<file path="src/hw/rtl/sfat_pkg.sv">
// ----------------------------------------------------------------------------
// sfat_pkg: shared types and constants for the sprite frame animator table
// Holds the slot entry layout, operation and status codes and sequencer states.
// ----------------------------------------------------------------------------
package sfat_pkg;

  localparam int SLOTS_DEF = 128;

  localparam logic [1:0] OP_CREATE = 2'd0;
  localparam logic [1:0] OP_TICK   = 2'd1;
  localparam logic [1:0] OP_QUERY  = 2'd2;
  localparam logic [1:0] OP_CLEAR  = 2'd3;

  localparam logic [1:0] ST_OK     = 2'd0;
  localparam logic [1:0] ST_FULL   = 2'd1;
  localparam logic [1:0] ST_UNUSED = 2'd2;

  localparam int DIV_W = 10;

  typedef struct packed {
    logic [9:0]  count;
    logic [7:0]  tex;
    logic [9:0]  w;
    logic [9:0]  h;
    logic [9:0]  cols;
    logic [15:0] ft;
    logic        loop;
    logic [9:0]  idx;
    logic [16:0] timer;
    logic [31:0] elapsed;
  } slot_ent_t;

  typedef enum logic [3:0] {
    S_CLR,
    S_IDLE,
    S_SCAN,
    S_TICK,
    S_QRD,
    S_QCHK,
    S_DIV1,
    S_DIV2S,
    S_DIV2,
    S_MX,
    S_MY,
    S_ML,
    S_FIN,
    S_OUT
  } seq_state_t;

endpackage

</file>
<file path="src/hw/rtl/sfat_div.sv">
// ----------------------------------------------------------------------------
// sfat_div: iterative restoring divider
// Produces quotient and remainder of two 10-bit values, one bit per cycle.
// ----------------------------------------------------------------------------
module sfat_div import sfat_pkg::*; (
  input  logic             clk,
  input  logic             rst,
  input  logic             start,
  input  logic [DIV_W-1:0] dividend,
  input  logic [DIV_W-1:0] divisor,
  output logic             done,
  output logic [DIV_W-1:0] quot,
  output logic [DIV_W-1:0] rem
);

  localparam int CW = $clog2(DIV_W + 1);

  logic [CW-1:0]    cnt;
  logic             busy;
  logic [DIV_W-1:0] dsr;
  logic [DIV_W:0]   shifted;
  logic [DIV_W:0]   trial;

  assign shifted = {rem, quot[DIV_W-1]};
  assign trial   = shifted - {1'b0, dsr};

  always_ff @(posedge clk) begin
    if (rst) begin
      busy <= 1'b0;
      done <= 1'b0;
      cnt  <= '0;
    end else begin
      done <= 1'b0;
      if (start) begin
        busy <= 1'b1;
        cnt  <= CW'(DIV_W);
        rem  <= '0;
        quot <= dividend;
        dsr  <= divisor;
      end else if (busy) begin
        if (!trial[DIV_W]) begin
          rem  <= trial[DIV_W-1:0];
          quot <= {quot[DIV_W-2:0], 1'b1};
        end else begin
          rem  <= shifted[DIV_W-1:0];
          quot <= {quot[DIV_W-2:0], 1'b0};
        end
        cnt <= cnt - 1'b1;
        if (cnt == CW'(1)) begin
          busy <= 1'b0;
          done <= 1'b1;
        end
      end
    end
  end

endmodule

</file>
<file path="config.mk">
export PLATFORM = sky130hd
export DESIGN_NAME = sfat_div
export DESIGN_NICKNAME = d
export VERILOG_FILES = /design/src/hw/rtl/sfat_pkg.sv /design/src/hw/rtl/sfat_div.sv
export SDC_FILE = /design/constraint.sdc
export NUM_CORES = 1
export LEC_CHECK = 0
export CORE_MARGIN = 1.5
export CORE_UTILIZATION = 67
export CTS_BUF_LIST = sky130_fd_sc_hd__clkbuf_16
export DETAILED_ROUTE_END_ITERATION = 8
export DONT_BUFFER_PORTS = 1
export MAX_ROUTING_LAYER = met4
export PLACE_DENSITY = 0.81
export SYNTH_ARGS = -nofsm -noshare
export SYNTH_HDL_FRONTEND = slang
export SYNTH_SLANG_ARGS = --single-unit
export TNS_END_PERCENT = 30
</file>
<file path="constraint.sdc">
create_clock -name clk -period 4.64 [get_ports clk]
set_input_delay 0.232 -clock clk [delete_from_list [all_inputs] [get_ports clk]]
set_output_delay 0.232 -clock clk [all_outputs]
set_load 0.05 [all_outputs]
</file>
### Word level (Yosys, flattened, before mapping)

Cells that the tools add are included.

| word-level totals | value |
|---|---|
| bits in registers | 36 |
| output and inout bits | 21 |
| logic and storage cells | 28 |

| operators by class | value |
|---|---|
| add/sub/neg operators | 2 |
| equality and inequality tests | 1 |
| mux-type cells | 11 |
| bitwise operators | 2 |
| reductions and logical operators | 5 |

Operator list:

| cell | number |
|---|---|
| 10-bit 2-to-1 mux | 4 |
| 11-bit by 10-bit subtractor with 11-bit output | 1 |
| 4-bit 2-to-1 mux | 2 |
| 1-bit 2-to-1 mux | 5 |
| 4-bit by 1-bit == test with 1-bit output (second input constant) | 1 |
| 2-bit AND reduction | 2 |
| 4-bit by 1-bit subtractor with 4-bit output (second input constant) | 1 |
| 3-bit OR reduction | 1 |
| 1-bit inverter | 2 |
| 2-bit nonzero test | 1 |
| 2-bit OR reduction | 1 |

### Logic depth before layout (Yosys ltp)

| depth | value |
|---|---|
| depth after elaboration | 4 |
| gate-level depth with buffers | 9 |
| depth with buffers taken out | 9 |

### Worst setup path after synthesis

OpenSTA, ideal clock, no wires.

| path | value |
|---|---|
| path type | register -> register |
| start point | register quot[9] |
| end point | register rem[3], data pin |
| setup time | 0.147 ns |
| data arrival time | 2.557 ns |
| required time | 4.493 ns |
| path slack | 1.936 ns |
| stages on the path, launching flop included | 10 |
| buffers on the path | 0 |
| clock period less this slack | 2.704 ns |
| path through | edfxtp_1 -> inv_1 -> ha_1 -> inv_1 -> fa_1 -> a21oi_2 -> o211ai_4 -> a31o_2 -> or4_1 -> a21oi_1 |

| between the ends | value |
|---|---|
| cells in the longest elaborated chain, start to end | 3 |

RTL lines:

| item | line | source |
|---|---|---|
| from (decl) | sfat_div.sv:12 | `output logic [DIV_W-1:0] quot,` |
| from (signal assigned) | sfat_div.sv:38 | `quot <= dividend;` |
| from (signal assigned) | sfat_div.sv:43 | `quot <= {quot[DIV_W-2:0], 1'b1};` |
| from (signal assigned) | sfat_div.sv:46 | `quot <= {quot[DIV_W-2:0], 1'b0};` |
| 11-bit by 10-bit subtractor with 11-bit output | sfat_div.sv:25 | `assign trial = shifted - {1'b0, dsr};` |
| 10-bit 2-to-1 mux | sfat_div.sv:41 | `if (!trial[DIV_W]) begin` |
| 10-bit 2-to-1 mux | sfat_div.sv:40 | `end else if (busy) begin` |
| to (signal assigned) | sfat_div.sv:42 | `rem <= trial[DIV_W-1:0];` |
| to (signal assigned) | sfat_div.sv:45 | `rem <= shifted[DIV_W-1:0];` |
| to (decl) | sfat_div.sv:13 | `output logic [DIV_W-1:0] rem` |

Every way passes these cells. The select of a mux whose other input is x is not followed.
A chain may end at the register's enable or synchronous reset.

### Final worst setup path

| path | value |
|---|---|
| start point | register quot[9] |
| end point | register rem[9], data pin |

Same word-level chain as after synthesis.

==> impl_metrics.env <==
export IMPL_final_common_cell="edfxtp_1"
export IMPL_relSlewSlack_pct=38.05
export IMPL_start_util_pct=71.36
export IMPL_ys_ff_latch=36
export IMPL_synth_edff_count=30
export IMPL_die_h_um=57.66
export IMPL_grt_max_degree=23
export IMPL_synth_distinct_cells=44
export IMPL_synth_largest_area_cell="edfxtp_1"
export IMPL_synth_ff_type="edfxtp_1"
export IMPL_cp_arrival_ns=3.14
export IMPL_critical_path_class="register to register"
export IMPL_htree_levels=2
export IMPL_antennaDiodeCount=0
export IMPL_cts_sinks=36
export IMPL_worst_pin_slew_ns=0.9258
export IMPL_antenna_found_initial=0
export IMPL_viasPerCell=7.050
export IMPL_cp_data_required_time_ns=4.74
export IMPL_rrSetupSlack_ns=1.60
export IMPL_setup_viol=0
export IMPL_hold_violations=0
export IMPL_grt_overflow_total=0
export IMPL_critPathMaxStageDelay_ns=0.62
export IMPL_outcome="finished with violations"
export IMPL_die_area_um2=3325
export IMPL_cts_root_buf="clkbuf_16"
export IMPL_die_w_um=57.66
export IMPL_r2r_start="quot[9]$_DFFE_PP_"
export IMPL_post_cts_buffers=0
export IMPL_hold_path_depth=1
export IMPL_rows=19
export IMPL_layout_drive_gt1_share_pct=16.37
export IMPL_clk_transition_reported_paths_ns=0.06
export IMPL_final_cell_mix="edfxtp_1, inv_1, ha_1"
export IMPL_violations="design-rule violations"
export IMPL_hpwl_mm=3.188
export IMPL_clockBufferDepth=2
export IMPL_slowest_stage="edfxtp_1"
export IMPL_numCtsBuffers=5
export IMPL_grt_setup_unrepaired="no"
export IMPL_placed_cell_area_um2=2029
export IMPL_ys_seq_area_share_pct=51.00
export IMPL_cp_cell_sequence="inv_1 > ha_1 > inv_1 > fa_1 > a21oi_2 > o211ai_4 > a31oi_1 > nand3_1 > o32ai_1"
export IMPL_drv_cap=0
export IMPL_min_period_ns=3.041
export IMPL_yosys_warnings=0
export IMPL_p_leak_nw=0.8077
export IMPL_synthArstFlopShare_pct=0
export IMPL_fmax_mhz=328.8
export IMPL_clkLatencyLatePin_ns=0.28
export IMPL_worst_r2r_endpoint="rem[9]$_SDFFCE_PP0P_"
export IMPL_layout_nets=206
export IMPL_cts_tree="yes"
export IMPL_critPathMostFrequentCell="inv_1"
export IMPL_synth_cells=165
export IMPL_drtIter0Drc=97
export IMPL_gr_usage_all_layers_pct=30.50
export IMPL_boundaryPins=44
export IMPL_first_pass_iters=6
export IMPL_fin_skew_ns=0.006613
export IMPL_post_route_period_util_pct=65.54
export IMPL_antenna_left=0
export IMPL_maxSlewViolCount=0
export IMPL_ctsResizeCount=0
export IMPL_reg2reg_depth=9
export IMPL_postCtsHoldBufs=0
export IMPL_crit_fanout=6
export IMPL_fill_cells=184
export IMPL_area_delta_synth_final_pct=8.437
export IMPL_peakVddDrop_uv=358.1
export IMPL_place_congestion=0.8504
export IMPL_synth_cell_area_um2=2002
export IMPL_ys_top_cells_by_area="edfxtp_1, ha_1, dfxtp_1, mux2_2, o21a_1"
export IMPL_wl_per_cell_um=21.91
export IMPL_p_per_area_nw_per_um2=466.3
export IMPL_crit_start="quot[9]$_DFFE_PP_"
export IMPL_grt_pass1_vias=1422
export IMPL_fin_area_um2=2171
export IMPL_coreArea_um2=2805
export IMPL_startpoint_type="register"
export IMPL_final_setup_tns_ns=0
export IMPL_drc_errors=1
export IMPL_grt_pass1_wl_mm=7.003
export IMPL_vias=1424
export IMPL_routed_wl_mm=4.426
export IMPL_synth_fp_nets=201
export IMPL_io_buffers=0
export IMPL_cp_endpoint="rem[9]$_SDFFCE_PP0P_"
export IMPL_cp_end_kind="register"
export IMPL_min_path_type="primary input to register"
export IMPL_avgSynthCellArea_um2=12.13
export IMPL_netlist_area_leader_share_pct=45.00
==> flip-flops by register name, summed over array words and instances (netlist names) <==
signal  flops
busy        1
done        1
quot       10
cnt         4
dsr        10
rem        10
==> final cells by class <==
cell class	count	area, um2	share of cell area [%]
Multi-Input combinational cell	111	905.9	41.73
Clock buffer	5	125.1	5.764
Tap cell	31	38.79	1.787
Sequential cell	36	1021	47.03
Timing Repair Buffer	1	7.507	0.3458
Inverter	15	56.30	2.594
Clock inverter	3	16.27	0.7493
==> power breakdown <==
| part | switching (mW) | total, mW | internal (mW) |
|---|---|---|---|
| registers | 0.0811 | 0.469 | 0.388 |
| clock network | 0.124 | 0.320 | 0.196 |
| logic | 0.128 | 0.224 | 0.0952 |
| total | 0.334 | 1.01 | 0.678 |
==> layer usage <==
layer	GRT usage (%)	vias to the layer above	wire length [um]	share of wire [%]
met5	-	-	0	0
met4	15.61	0	184	4.2
met3	9.821	20	357	8.1
met2	49.84	82	2279	51
met1	33.28	679	1605	36
li1	-	643	-	-
==> kinds of logic after synthesis <==
group	count (synthesis)	synth area share [%]
buffers and inverters	18	3.749
multiplexers	10	5.625
AO/OA/AOI/OAI	49	18.94
AND/OR/NAND/NOR	31	8.689
flip-flops	36	51.00
XOR/XNOR	8	3.500
adder cells (fa/ha/maj)	13	8.500
==> through the flow <==
| step | utilization [%] | worst slack (ns) | total power, mW | std cells | hold WS [ns] |
|---|---|---|---|---|---|
| global route | 77.39 | 1.359 | 1.045 | 202 | 0.01496 |
| floorplan | - | 1.936 | 0.6466 | 165 | 0.3011 |
| CTS | 77.39 | 1.649 | 1.013 | 202 | 0.01763 |
| finish | 77.39 | 1.599 | 1.012 | 202 | 0.02171 |
| global placement | 72.35 | 1.767 | 0.6772 | 194 | 0.3023 |
| detailed placement | 72.35 | 1.656 | 0.6918 | 194 | 0.3101 |
==> worst max-delay path: cells and delay by family, from the launching register on <==
family          cells  cell delay [ns]
compound gates      4             1.21
flops               1             0.62
fa+ha+maj           2             0.61
simple gates        1             0.22
buf+inv             2             0.19
==> synthesized netlist by cell type, types with 2 or more instances <==
cell type	n
edfxtp_1	30
inv_1	14
ha_1	12
a21oi_1	10
mux2_2	10
o21a_1	8
o21ai_0	7
dfxtp_1	6
nand2_1	6
nor2_1	5
nor3_1	5
xnor2_1	5
a31oi_1	4
nand3_1	4
a211oi_1	3
o32ai_1	3
xor2_1	3
a21o_1	2
a21oi_2	2
nor4b_1	2
==> worst min path at each step <==
stage	start	endpoint	slack, ns
after floorplan	rst	cnt[1]$_SDFFE_PP0N_	0.30
after global placement	rst	cnt[3]$_SDFFE_PP0N_	0.30
after CTS	rst	cnt[3]$_SDFFE_PP0N_	0.02
after global routing	rst	cnt[3]$_SDFFE_PP0N_	0.01
after detailed placement	rst	cnt[1]$_SDFFE_PP0N_	0.31
final	rst	cnt[3]$_SDFFE_PP0N_	0.02
Power figures use the tool's default switching activity.
